### config.mk
export PLATFORM = sky130hd
export DESIGN_NAME = seeded_lcg_range_generator_core
export DESIGN_NICKNAME = d
export VERILOG_FILES = /design/src/hw/rtl/srlg_pkg.sv /design/src/hw/rtl/srlg_lcg_mul.sv /design/src/hw/rtl/srlg_range_unit.sv /design/src/hw/rtl/seeded_lcg_range_generator_core.sv
export SDC_FILE = /design/constraint.sdc
export NUM_CORES = 2
export LEC_CHECK = 0
export BUFFER_PORTS_ARGS = -buffer_cell sky130_fd_sc_hd__buf_2
export CAP_MARGIN = 20
export CORE_MARGIN = 2
export CORE_UTILIZATION = 55
export CTS_CLUSTER_SIZE = 8
export DETAILED_ROUTE_END_ITERATION = 8
export PLACE_DENSITY = 0.78
export SLEW_MARGIN = 20
export SYNTH_ARGS = -nofsm -noshare
export SYNTH_HDL_FRONTEND = slang
export SYNTH_SLANG_ARGS = --single-unit
export TNS_END_PERCENT = 50
### constraint.sdc
create_clock -name clock -period 7.31 [get_ports clock]
set_input_delay 0 -clock clock [delete_from_list [all_inputs] [get_ports clock]]
set_output_delay 0 -clock clock [all_outputs]
set_load 0.05 [all_outputs]
### src/hw/rtl/srlg_pkg.sv
// shared types and constants for the seeded lcg range generator
`timescale 1ns / 1ps

package srlg_pkg;

   localparam int STATE_W = 64;
   localparam int VALUE_W = 16;
   localparam int RANGE_W = VALUE_W + 1;
   localparam int DIGIT_W = 8;

   localparam logic [STATE_W-1:0] MUL64 = 64'd6364136223846793005;
   localparam logic [STATE_W-1:0] INC64 = 64'd1;
   localparam logic [STATE_W-1:0] MUL31 = 64'd214013;
   localparam logic [STATE_W-1:0] INC31 = 64'd2531011;

   // generator modes
   localparam logic MODE_LCG64 = 1'b0;
   localparam logic MODE_LCG31 = 1'b1;

   // register indexes
   localparam logic CSR_SEED_INIT = 1'b0;
   localparam logic CSR_GEN_MODE  = 1'b1;

   typedef enum logic [1:0] {
      ST_IDLE,
      ST_MUL,
      ST_RNG,
      ST_EMIT
   } ctrl_state_type;

endpackage

### src/hw/rtl/srlg_lcg_mul.sv
// lcg state update, one 8-bit digit of the multiplier constant per cycle
`timescale 1ns / 1ps

module srlg_lcg_mul (
   input  logic                          clock,
   input  logic                          reset,
   input  logic                          start,
   input  logic                          mode,
   input  logic [srlg_pkg::STATE_W-1:0]  seed,
   output logic                          done,
   output logic [srlg_pkg::STATE_W-1:0]  product
);

   logic                         busy_ff, busy_in;
   logic [2:0]                   count_ff, count_in;
   logic                         mode_ff, mode_in;
   logic [srlg_pkg::STATE_W-1:0] mcand_ff, mcand_in;
   logic [srlg_pkg::STATE_W-1:0] acc_ff, acc_in;

   logic [srlg_pkg::STATE_W-1:0] mult_const;
   logic [srlg_pkg::STATE_W-1:0] inc_const;
   logic [srlg_pkg::DIGIT_W-1:0] digit;
   logic [srlg_pkg::STATE_W-1:0] part;
   logic                         last;
   logic [srlg_pkg::STATE_W-1:0] step_sum;

   always_comb begin
      mult_const = (mode_ff == srlg_pkg::MODE_LCG31) ? srlg_pkg::MUL31 : srlg_pkg::MUL64;
      inc_const  = (mode_ff == srlg_pkg::MODE_LCG31) ? srlg_pkg::INC31 : srlg_pkg::INC64;
      // msb digit first
      digit      = mult_const[{~count_ff, 3'b000} +: srlg_pkg::DIGIT_W];
      part       = mcand_ff * digit;
      last       = (count_ff == 3'd7);
      step_sum   = (acc_ff << srlg_pkg::DIGIT_W) + part + (last ? inc_const : '0);
      done       = busy_ff && last;
      product    = (mode_ff == srlg_pkg::MODE_LCG31) ? {33'd0, step_sum[30:0]} : step_sum;
   end

   always_comb begin
      busy_in  = busy_ff;
      count_in = count_ff;
      mode_in  = mode_ff;
      mcand_in = mcand_ff;
      acc_in   = acc_ff;
      if (start) begin
         busy_in  = 1'b1;
         count_in = '0;
         mode_in  = mode;
         mcand_in = seed;
         acc_in   = '0;
      end else if (busy_ff) begin
         acc_in   = step_sum;
         count_in = count_ff + 3'd1;
         if (last) begin
            busy_in = 1'b0;
         end
      end
   end

   always_ff @(posedge clock) begin
      if (reset) begin
         busy_ff  <= 1'b0;
         count_ff <= '0;
      end else begin
         busy_ff  <= busy_in;
         count_ff <= count_in;
      end
      mode_ff  <= mode_in;
      mcand_ff <= mcand_in;
      acc_ff   <= acc_in;
   end

endmodule

### src/hw/rtl/srlg_range_unit.sv
// range mapping: digit-serial scale multiply or bit-serial restoring modulo
`timescale 1ns / 1ps

module srlg_range_unit (
   input  logic                          clock,
   input  logic                          reset,
   input  logic                          start,
   input  logic                          mode,
   input  logic [srlg_pkg::STATE_W-1:0]  lcg_state,
   input  logic [srlg_pkg::RANGE_W-1:0]  range_size,
   output logic                          done,
   output logic [srlg_pkg::VALUE_W-1:0]  offset
);

   logic                         busy_ff, busy_in;
   logic                         mode_ff, mode_in;
   logic [3:0]                   count_ff, count_in;
   logic [srlg_pkg::RANGE_W-1:0] range_ff, range_in;
   logic [30:0]                  frac_ff, frac_in;
   logic [23:0]                  src_ff, src_in;
   logic [47:0]                  acc_ff, acc_in;

   logic [srlg_pkg::DIGIT_W-1:0] digit;
   logic [47:0]                  scale_part;
   logic [47:0]                  scale_sum;
   logic [17:0]                  trial;
   logic                         fits;
   logic [17:0]                  rem_next;
   logic [47:0]                  step_val;
   logic [3:0]                   last_count;
   logic                         last;

   always_comb begin
      digit      = src_ff[23:16];
      scale_part = frac_ff * digit;
      scale_sum  = (acc_ff << srlg_pkg::DIGIT_W) + scale_part;
      // restoring step: bring down the next dividend bit
      trial      = {acc_ff[16:0], src_ff[23]};
      fits       = (trial >= {1'b0, range_ff});
      rem_next   = fits ? (trial - {1'b0, range_ff}) : trial;
      step_val   = (mode_ff == srlg_pkg::MODE_LCG31) ? {30'd0, rem_next} : scale_sum;
      last_count = (mode_ff == srlg_pkg::MODE_LCG31) ? 4'd14 : 4'd2;
      last       = (count_ff == last_count);
      done       = busy_ff && last;
      offset     = (mode_ff == srlg_pkg::MODE_LCG31) ? step_val[15:0] : step_val[46:31];
   end

   always_comb begin
      busy_in  = busy_ff;
      mode_in  = mode_ff;
      count_in = count_ff;
      range_in = range_ff;
      frac_in  = frac_ff;
      src_in   = src_ff;
      acc_in   = acc_ff;
      if (start) begin
         busy_in  = 1'b1;
         mode_in  = mode;
         count_in = '0;
         range_in = range_size;
         frac_in  = lcg_state[51:21];
         acc_in   = '0;
         if (mode == srlg_pkg::MODE_LCG31) begin
            src_in = {lcg_state[30:16], 9'd0};
         end else begin
            src_in = {7'd0, range_size};
         end
      end else if (busy_ff) begin
         acc_in   = step_val;
         count_in = count_ff + 4'd1;
         if (mode_ff == srlg_pkg::MODE_LCG31) begin
            src_in = src_ff << 1;
         end else begin
            src_in = src_ff << srlg_pkg::DIGIT_W;
         end
         if (last) begin
            busy_in = 1'b0;
         end
      end
   end

   always_ff @(posedge clock) begin
      if (reset) begin
         busy_ff  <= 1'b0;
         count_ff <= '0;
      end else begin
         busy_ff  <= busy_in;
         count_ff <= count_in;
      end
      mode_ff  <= mode_in;
      range_ff <= range_in;
      frac_ff  <= frac_in;
      src_ff   <= src_in;
      acc_ff   <= acc_in;
   end

endmodule

### src/hw/rtl/seeded_lcg_range_generator_core.sv
// top level: request control, generator state, config registers, result register
// one transaction at a time: lcg update (one constant byte per cycle), then scale multiply
// (64-bit mode) or restoring modulo (31-bit mode), then into the result register; the
// response register is loaded from it while results are not stalled, and a new request
// is taken only after that, back in the idle state.
// synchronous reset clears control, the generator state and the mode; no clearing pass.
`timescale 1ns / 1ps

module seeded_lcg_range_generator_core (
   input  logic                          clock,
   input  logic                          reset,
   input  logic                          req_valid,
   output logic                          req_stall,
   input  logic [srlg_pkg::VALUE_W-1:0]  req_range_low,
   input  logic [srlg_pkg::VALUE_W-1:0]  req_range_high,
   output logic                          rsp_valid,
   input  logic                          rsp_stall,
   output logic [srlg_pkg::VALUE_W-1:0]  rsp_rand_value,
   output logic                          rsp_bad_range,
   input  logic                          csr_write_enable,
   input  logic                          csr_index,
   input  logic [srlg_pkg::STATE_W-1:0]  csr_write_data
);

   srlg_pkg::ctrl_state_type state_ff, state_in;

   logic [srlg_pkg::STATE_W-1:0] lcg_state_ff, lcg_state_in;
   logic                         gen_mode_ff, gen_mode_in;
   logic [srlg_pkg::VALUE_W-1:0] low_ff, low_in;
   logic [srlg_pkg::VALUE_W-1:0] high_ff, high_in;
   logic [srlg_pkg::VALUE_W-1:0] result_ff, result_in;
   logic                         result_bad_ff, result_bad_in;
   logic                         rsp_valid_ff, rsp_valid_in;
   logic [srlg_pkg::VALUE_W-1:0] rsp_value_ff, rsp_value_in;
   logic                         rsp_bad_ff, rsp_bad_in;

   logic                         mul_start;
   logic                         mul_done;
   logic [srlg_pkg::STATE_W-1:0] mul_product;
   logic                         rng_done;
   logic [srlg_pkg::VALUE_W-1:0] rng_offset;
   logic [srlg_pkg::RANGE_W-1:0] range_size;
   logic                         bad;
   logic                         out_free;
   logic                         load_rsp;

   srlg_lcg_mul u_lcg_mul (
      .clock   (clock),
      .reset   (reset),
      .start   (mul_start),
      .mode    (gen_mode_ff),
      .seed    (lcg_state_ff),
      .done    (mul_done),
      .product (mul_product)
   );

   srlg_range_unit u_range_unit (
      .clock      (clock),
      .reset      (reset),
      .start      (mul_done),
      .mode       (gen_mode_ff),
      .lcg_state  (mul_product),
      .range_size (range_size),
      .done       (rng_done),
      .offset     (rng_offset)
   );

   always_comb begin
      bad        = (high_ff < low_ff);
      // wraps when the range is inverted, the offset is dropped then
      range_size = {1'b0, high_ff} + {{srlg_pkg::VALUE_W{1'b0}}, 1'b1} - {1'b0, low_ff};
      out_free   = !rsp_valid_ff || !rsp_stall;
   end

   // next state
   always_comb begin
      state_in = state_ff;
      unique case (state_ff)
         srlg_pkg::ST_IDLE: begin
            if (req_valid) begin
               state_in = srlg_pkg::ST_MUL;
            end
         end
         srlg_pkg::ST_MUL: begin
            if (mul_done) begin
               state_in = srlg_pkg::ST_RNG;
            end
         end
         srlg_pkg::ST_RNG: begin
            if (rng_done) begin
               state_in = srlg_pkg::ST_EMIT;
            end
         end
         srlg_pkg::ST_EMIT: begin
            if (out_free) begin
               state_in = srlg_pkg::ST_IDLE;
            end
         end
         default: state_in = srlg_pkg::ST_IDLE;
      endcase
   end

   // fsm outputs
   always_comb begin
      req_stall = 1'b1;
      mul_start = 1'b0;
      load_rsp  = 1'b0;
      unique case (state_ff)
         srlg_pkg::ST_IDLE: begin
            req_stall = 1'b0;
            mul_start = req_valid;
         end
         srlg_pkg::ST_MUL: begin
         end
         srlg_pkg::ST_RNG: begin
         end
         srlg_pkg::ST_EMIT: begin
            load_rsp = out_free;
         end
         default: begin
         end
      endcase
   end

   always_comb begin
      lcg_state_in  = lcg_state_ff;
      gen_mode_in   = gen_mode_ff;
      low_in        = low_ff;
      high_in       = high_ff;
      result_in     = result_ff;
      result_bad_in = result_bad_ff;
      rsp_valid_in  = rsp_valid_ff;
      rsp_value_in  = rsp_value_ff;
      rsp_bad_in    = rsp_bad_ff;

      if (csr_write_enable) begin
         unique case (csr_index)
            srlg_pkg::CSR_SEED_INIT: lcg_state_in = csr_write_data;
            srlg_pkg::CSR_GEN_MODE:  gen_mode_in  = csr_write_data[0];
            default: begin
            end
         endcase
      end

      if (mul_start) begin
         low_in  = req_range_low;
         high_in = req_range_high;
      end

      if (mul_done) begin
         lcg_state_in = mul_product;
      end

      if (rng_done) begin
         result_in     = low_ff + (bad ? {srlg_pkg::VALUE_W{1'b0}} : rng_offset);
         result_bad_in = bad;
      end

      if (rsp_valid_ff && !rsp_stall) begin
         rsp_valid_in = 1'b0;
      end
      if (load_rsp) begin
         rsp_valid_in = 1'b1;
         rsp_value_in = result_ff;
         rsp_bad_in   = result_bad_ff;
      end
   end

   always_ff @(posedge clock) begin
      if (reset) begin
         state_ff     <= srlg_pkg::ST_IDLE;
         lcg_state_ff <= '0;
         gen_mode_ff  <= srlg_pkg::MODE_LCG64;
         rsp_valid_ff <= 1'b0;
      end else begin
         state_ff     <= state_in;
         lcg_state_ff <= lcg_state_in;
         gen_mode_ff  <= gen_mode_in;
         rsp_valid_ff <= rsp_valid_in;
      end
      low_ff        <= low_in;
      high_ff       <= high_in;
      result_ff     <= result_in;
      result_bad_ff <= result_bad_in;
      rsp_value_ff  <= rsp_value_in;
      rsp_bad_ff    <= rsp_bad_in;
   end

   assign rsp_valid      = rsp_valid_ff;
   assign rsp_rand_value = rsp_value_ff;
   assign rsp_bad_range  = rsp_bad_ff;

endmodule

Yosys cells after proc, flatten, opt, wreduce, memory -nomap -nowiden:

Index checks and enable logic that the tools add are counted.
W data, S select, Z words.

* register bits: 376
* input port bits: 102
* output and inout bits: 19

* add/sub/neg operators: 9
* multiply operators: 2
* magnitude comparators: 2
* equal/unequal tests: 10
* shift-type cells: 1
* muxes and demuxes: 32
* bitwise operators: 1
* reductions and logical operators: 15

Operators by type and width (count)
* $mux W64: 5
* $add A64 B64 Y64: 2
* $mux W24: 4
* $mul A64 B8 Y64: 1
* $shiftx A64 B7 Y8: 1
* $mux W63: 1
* $add A47 B39 Y47: 1
* $mux W47: 1
* $mul A31 B8 Y39: 1
* $mux W16: 2
* $mux W22: 1
* $ge A18 B17 Y1: 1
* $mux W18: 1
* $sub A18 B17 Y18: 1
* $add A16 B1 Y17 const B: 1
* $sub A17 B16 Y17: 1
* $add A16 B16 Y16: 1
* $lt A16 B16 Y1: 1
* $mux W1: 11
* $mux W2: 4
* $ne A2 B2 Y1 const B: 4
* $pmux W2 S4: 1
* $reduce_bool A2 Y1: 3
* $add A4 B1 Y4 const B: 1
* 15 further kinds: 21

Depth between registers and ports, before layout:

* word-level depth: 8
* mapped depth: 35
* mapped depth without buffers: 34

By module:

Synthesis repeated with hierarchy kept, for this count alone.

* cell total of the unflattened synthesis: 4538
* area, all modules: 43310.3 sq um

By module, submodules not included
* srlg_lcg_mul: times used 1, cells each 2224, area an instance 21514.4 sq um, seq. area each 3153.0 sq um
* srlg_range_unit: times used 1, cells each 1590, area an instance 14569.0 sq um, seq. area each 3072.9 sq um
* seeded_lcg_range_generator_core: times used 1, cells each 724, area an instance 7226.9 sq um, seq. area each 3343.2 sq um

Worst setup path after synthesis:

OpenSTA, ideal clock, no wires.

* path type: register to register
* start point: register u_range_unit.src_ff[16]
* end point: register result_ff[14] (netlist name) (data pin)
* setup time: 0.258 ns
* data arrival time: 6.772 ns
* required time: 7.052 ns
* setup slack: 0.280 ns
* stages on the path, launching flop included: 35
* path buffers: 1
* clock period less this slack: 7.030 ns
* path through: edfxtp_1 clkbuf_1 nand2_1 fa_1 inv_1 fa_1 fa_1 inv_1 fa_1 inv_1 ha_1 a2111oi_0 o21ai_1 a41oi_1 o21ai_1 nand3b_1 nand2_1 nor2_1 xnor2_1 nand2_1 a21oi_1 ha_1 inv_1 fa_1 nor2b_1 o21ai_0 a21boi_0 o21ai_0 a21boi_0 o21ai_0 a21oi_1 o211a_1 o21a_1 nor2_1 xnor2_1

* word-level cells in the longest chain between the ends: 6

RTL lines
* start, declared: line srlg_range_unit.sv:20 `logic [23:0] src_ff, src_in;`
* start signal, assigned: line srlg_range_unit.sv:93 `src_ff <= src_in;`
* $mul A31 B8 Y39: line srlg_range_unit.sv:35 `scale_part = frac_ff * digit;`
* $add A47 B39 Y47: line srlg_range_unit.sv:36 `scale_sum = (acc_ff << srlg_pkg::DIGIT_W) + scale_part;`
* $mux W47: line srlg_range_unit.sv:41 `step_val = (mode_ff == srlg_pkg::MODE_LCG31) ? {30'd0, rem_next} : scale_sum;`
* $mux W16: line srlg_range_unit.sv:45 `offset = (mode_ff == srlg_pkg::MODE_LCG31) ? step_val[15:0] : step_val[46:31];`
* $mux W16: line seeded_lcg_range_generator_core.sv:155 `result_in = low_ff + (bad ? {srlg_pkg::VALUE_W{1'b0}} : rng_offset);`
* $add A16 B16 Y16: line seeded_lcg_range_generator_core.sv:155
* end signal, assigned: line seeded_lcg_range_generator_core.sv:183 `result_ff <= result_in;`
* end, declared: line seeded_lcg_range_generator_core.sv:31 `logic [srlg_pkg::VALUE_W-1:0] result_ff, result_in;`

No other way between the ends.
A chain may end at the register's enable or synchronous reset.

Final worst setup path:

* start point: register u_range_unit.src_ff[20]
* end point: register result_ff[15] (netlist name) (data pin)

The elaborated chain is that of the path after synthesis.

==> metrics.txt <==
# TYPE chip_impl_metric gauge
chip_impl_info{name="status",value="finished clean"} 1
chip_impl_metric{name="worst_slew_margin_rel",unit=""} 0.222
chip_impl_metric{name="grt_first_pass_wirelength",unit="mm"} 159
chip_impl_metric{name="boundaryPins",unit=""} 121
chip_impl_metric{name="hold_violations_final",unit=""} 0
chip_impl_metric{name="post-route-period-util",unit=""} 0.985
chip_impl_metric{name="timing.setup.tns",unit="ns"} 0
chip_impl_metric{name="power.ir.vdd_worst",unit="V"} 0.000389
chip_impl_info{name="synth-main-ff-cell",value="sky130_fd_sc_hd__edfxtp_1"} 1
chip_impl_metric{name="wl_per_cell",unit="um"} 19.2
chip_impl_metric{name="detail_route.iter0.violations",unit=""} 2011
chip_impl_info{name="r2r-end",value="result_ff[15]"} 1
chip_impl_metric{name="worst_hold_path.num_cells",unit=""} 2
chip_impl_info{name="commonest_non_fill_non_tap_cell_in_the_layout",value="sky130_fd_sc_hd__inv_1"} 1
chip_impl_info{name="hold_start",value="req_range_high[0]"} 1
chip_impl_metric{name="floorplan.rows",unit=""} 95
chip_impl_metric{name="n_fill_cell",unit=""} 5181
chip_impl_metric{name="cts_buffers",unit=""} 50
chip_impl_metric{name="dp_cells",unit=""} 5008
chip_impl_metric{name="worstMarginPinSlew",unit="ns"} 1.17
chip_impl_metric{name="synth-simple-area-share",unit=""} 0.148
chip_impl_info{name="critical_path.startpoint_type",value="flop"} 1
chip_impl_metric{name="synth-adder-area-share",unit=""} 0.374
chip_impl_metric{name="clock_insertion_delay_worst_skew",unit="ns"} 0.61
chip_impl_info{name="critical_path.slowest_cell",value="sky130_fd_sc_hd__fa_1"} 1
chip_impl_metric{name="final_core_utilization",unit=""} 0.648
chip_impl_metric{name="skew",unit="ns"} 0.0432
chip_impl_metric{name="regToRegSetupSlack",unit="ns"} 0.11
chip_impl_metric{name="detail_route.drc_violations",unit=""} 0
chip_impl_info{name="mostFrequentLayoutCells",value="696 x sky130_fd_sc_hd__inv_1, 541 x sky130_fd_sc_hd__fa_1, 388 x sky130_fd_sc_hd__nand2_1"} 1
chip_impl_metric{name="max_freq",unit="MHz"} 139
chip_impl_metric{name="global_route.overflow_total",unit=""} 0
chip_impl_metric{name="core_area",unit="sq um"} 67300
chip_impl_metric{name="final-max-slew-violation-count",unit=""} 0
chip_impl_metric{name="cap_violations",unit=""} 0
chip_impl_metric{name="initial_utilization",unit=""} 0.557
chip_impl_metric{name="final_antenna_net_count",unit=""} 0
chip_impl_info{name="critical_path_class",value="reg -> reg"} 1
chip_impl_metric{name="grtUsageTotal",unit=""} 0.287
chip_impl_metric{name="area_growth_syn_to_layout",unit="%"} 16.4
chip_impl_metric{name="number_of_enable_flip_flop_cells_after_synthesis",unit=""} 192
chip_impl_metric{name="synthCells",unit=""} 3907
chip_impl_info{name="rsz0062_at_grt",value="yes"} 1
chip_impl_metric{name="critPathArrivalTime",unit="ns"} 7.56
chip_impl_metric{name="synth_compound_area_frac",unit=""} 0.0952
chip_impl_metric{name="synth_seq_area_share",unit=""} 0.233
chip_impl_metric{name="synth_area_per_cell",unit="sq um"} 9.59
chip_impl_metric{name="post_synth_mux_area_share",unit=""} 0.0307
chip_impl_info{name="reg2reg_from",value="u_range_unit.src_ff[20]"} 1
chip_impl_metric{name="design.final.nets",unit=""} 5189
chip_impl_metric{name="required",unit="ns"} 7.67
chip_impl_metric{name="clkTransAtPathRegs",unit="ns"} 0.06
chip_impl_metric{name="routed-via-count",unit=""} 28800
chip_impl_metric{name="crit_path_max_incr_delay",unit="ns"} 0.52
chip_impl_info{name="main_combinational_cell_family_by_area_after_synthesis",value="adder cells"} 1
chip_impl_metric{name="grt_antenna_before_repair",unit=""} 1
chip_impl_metric{name="report.power.total",unit="W"} 0.0207
chip_impl_metric{name="power.static_leakage",unit="nW"} 20.6
chip_impl_metric{name="fp.dieW",unit="um"} 265
chip_impl_metric{name="grt_start_max_net_pins",unit=""} 82
chip_impl_metric{name="routabilityCongestion",unit=""} 0.931
chip_impl_metric{name="hpwl",unit="mm"} 76.9
chip_impl_info{name="hp-class",value="in -> reg"} 1
chip_impl_metric{name="cts.htree.levels",unit=""} 2
chip_impl_metric{name="die_h",unit="um"} 265
chip_impl_metric{name="instances_no_fill",unit=""} 5205
chip_impl_metric{name="viasPerCell",unit=""} 5.54
chip_impl_metric{name="worstRegToRegCells",unit=""} 33
chip_impl_info{name="cell_occurring_most_often_along_the_worst_timing_path",value="sky130_fd_sc_hd__fa_1"} 1
chip_impl_info{name="min_delay_worst_endpoint",value="high_ff[0]"} 1
chip_impl_info{name="crit_path_start",value="u_range_unit.src_ff[20]"} 1
chip_impl_metric{name="power-per-cell-area",unit="nW/um^2"} 475
chip_impl_info{name="ctsRootBufferMaster",value="sky130_fd_sc_hd__clkbuf_16"} 1
chip_impl_metric{name="placement.io_buffers",unit=""} 108
chip_impl_metric{name="ys_types",unit=""} 81
chip_impl_metric{name="clock_tree.buffer_depth",unit=""} 3
chip_impl_metric{name="count_of_synthesis_stage_warnings_from_yosys",unit=""} 0
chip_impl_metric{name="number_of_global_route_vias_before_repair",unit=""} 30100
chip_impl_metric{name="post_route_cells_drive_above_1_share",unit=""} 0.127
chip_impl_metric{name="yosys_register_bits",unit=""} 340
chip_impl_metric{name="asyncSetResetFlopFracSynth",unit=""} 0
chip_impl_info{name="end_kind",value="flop"} 1
chip_impl_metric{name="firstDrtPassIters",unit=""} 7
chip_impl_metric{name="synth_net_count",unit=""} 4803
chip_impl_metric{name="detail_route.wirelength",unit="mm"} 100
chip_impl_metric{name="die-area",unit="sq um"} 70200
chip_impl_metric{name="cts_num_sinks",unit=""} 340
chip_impl_info{name="clock_tree_from_tritoncts",value="built"} 1
chip_impl_metric{name="synth.cell_area",unit="sq um"} 37500
chip_impl_metric{name="period_minus_slack",unit="ns"} 7.20
chip_impl_metric{name="setup_violations",unit=""} 0
chip_impl_metric{name="synth-xor-area-share",unit=""} 0.0334
chip_impl_metric{name="worstPathMaxFanout",unit=""} 5
## critical path: cells and delay by family, from the launching register on
kind | cells | cell delay, ns
flip-flops | 1 | 0.45
adder cells (fa/ha/maj) | 6 | 2.45
buffers and inverters | 5 | 0.58
XOR/XNOR | 3 | 0.44
AO/OA/AOI/OAI | 10 | 1.59
AND/OR/NAND/NOR | 9 | 1.44
## final cells by class
type,count,area (sq um),share of cell area
Clock buffer,83,1410,0.0322
Tap cell,873,1090,0.0251
Timing Repair Buffer,475,3680,0.0845
Multi-Input combinational cell,2725,25900,0.595
Sequential cell,340,8730,0.200
Inverter,701,2640,0.0605
Clock inverter,7,125,0.00287
Antenna cell,1,2.50,0.0000574
## stage by stage
stage | setup slack (ns) | area [sq um] | hold WS [ns]
2_1_floorplan | 0.280 | 37500 | 0.0989
3_3_place_gp | -0.0472 | 40600 | 0.178
3_5_place_dp | -0.142 | 40600 | 0.178
4_1_cts | 0.00530 | 43100 | 0.0676
5_1_grt | -0.215 | 43600 | 0.0920
6_report | 0.109 | 43600 | 0.0832
## registers in the layout, indices dropped and copies added (netlist names), 2 cells and up
register               cells
high_ff                   16
lcg_state_ff              52
low_ff                    16
result_ff                 16
rsp_rand_value            16
state_ff                   2
u_lcg_mul.acc_ff          44
u_lcg_mul.count_ff         3
u_lcg_mul.mcand_ff        52
u_range_unit.acc_ff       39
u_range_unit.count_ff      4
u_range_unit.frac_ff      31
u_range_unit.range_ff     17
u_range_unit.src_ff       24
## what timing repair did
action | CTS | global route
buffers inserted | 0 | 14
endpoints found under the setup margin | 4 | 52
hold buffers | 89 | 0
hold endpoints to repair | 106 | 0
gates resized for setup | 6 | 88
pin swaps | 1 | 32
gates cloned | 0 | 3
## where the power goes
part	total [W]	internal [W]	switching [W]	leakage (nW)
clock network	0.00228	0.00137	0.000909	0.732
logic	0.0155	0.00673	0.00874	16.8
registers	0.00294	0.00261	0.000334	3.01
total	0.0207	0.0107	0.00998	20.6
## worst max-delay path by stage
stage | to | slack [ns] | cells after the start
after CTS | result_ff[15] | 0.005 | 31
after floorplan | result_ff[14] | 0.28 | 34
after detailed placement | result_ff[14] | -0.14 | 34
final | result_ff[15] | 0.11 | 33
after global routing | result_ff[15] | -0.21 | 33
after global placement | result_ff[14] | -0.05 | 33
## cells by family (layout without fill, tap and decap cells)
logic type               after synthesis  count (layout)
adder cells (fa/ha/maj)              794             794
multiplexers                         114             114
other                                  0               1
AO/OA/AOI/OAI                        542             542
AND/OR/NAND/NOR                     1132            1132
buffers and inverters                842            1266
flip-flops                           340             340
XOR/XNOR                             143             143
## metal layers
metal,GRT usage,routed length [um],up-vias
met5,0,0,-
li1,-,-,13200
met4,0.110,4170,0
met3,0.0562,7810,246
met2,0.475,47300,1080
met1,0.374,40600,14300
## cells in the mapped netlist, drive strengths merged (4+ instances only)
| cell | number | area share |
|---|---|---|
| and2 | 314 | 0.052 |
| o31ai | 7 | 0.0014 |
| buf | 22 | 0.0031 |
| a211o | 7 | 0.0016 |
| a22o | 8 | 0.0019 |
| edfxtp | 192 | 0.15 |
| o211a | 5 | 0.0013 |
| nor3 | 30 | 0.0040 |
| nand2b | 15 | 0.0025 |
| nand4 | 14 | 0.0023 |
| xor2 | 40 | 0.0094 |
| inv | 699 | 0.070 |
| a31oi | 19 | 0.0032 |
| o22ai | 21 | 0.0035 |
| a211oi | 57 | 0.012 |
| fa | 544 | 0.29 |
| or3 | 8 | 0.0013 |
| o2111ai | 4 | 0.00094 |
| a32o | 5 | 0.0013 |
| mux2i | 107 | 0.029 |
| a2111oi | 6 | 0.0018 |
| o21ai | 106 | 0.014 |
| a21oi | 148 | 0.020 |
| and3 | 32 | 0.0053 |
| ha | 250 | 0.084 |
| nor2b | 76 | 0.013 |
| nand3b | 4 | 0.00080 |
| xnor2 | 103 | 0.024 |
| dfxtp | 148 | 0.079 |
| nand2 | 390 | 0.039 |
| clkbuf | 119 | 0.012 |
| a21o | 57 | 0.011 |
| o211ai | 17 | 0.0038 |
| o21a | 19 | 0.0038 |
| mux2 | 7 | 0.0021 |
| a21boi | 8 | 0.0018 |
| nor2 | 205 | 0.021 |
| nand3 | 30 | 0.0040 |
| o21bai | 16 | 0.0032 |
No activity file was read; power rests on OpenSTA's default activity.
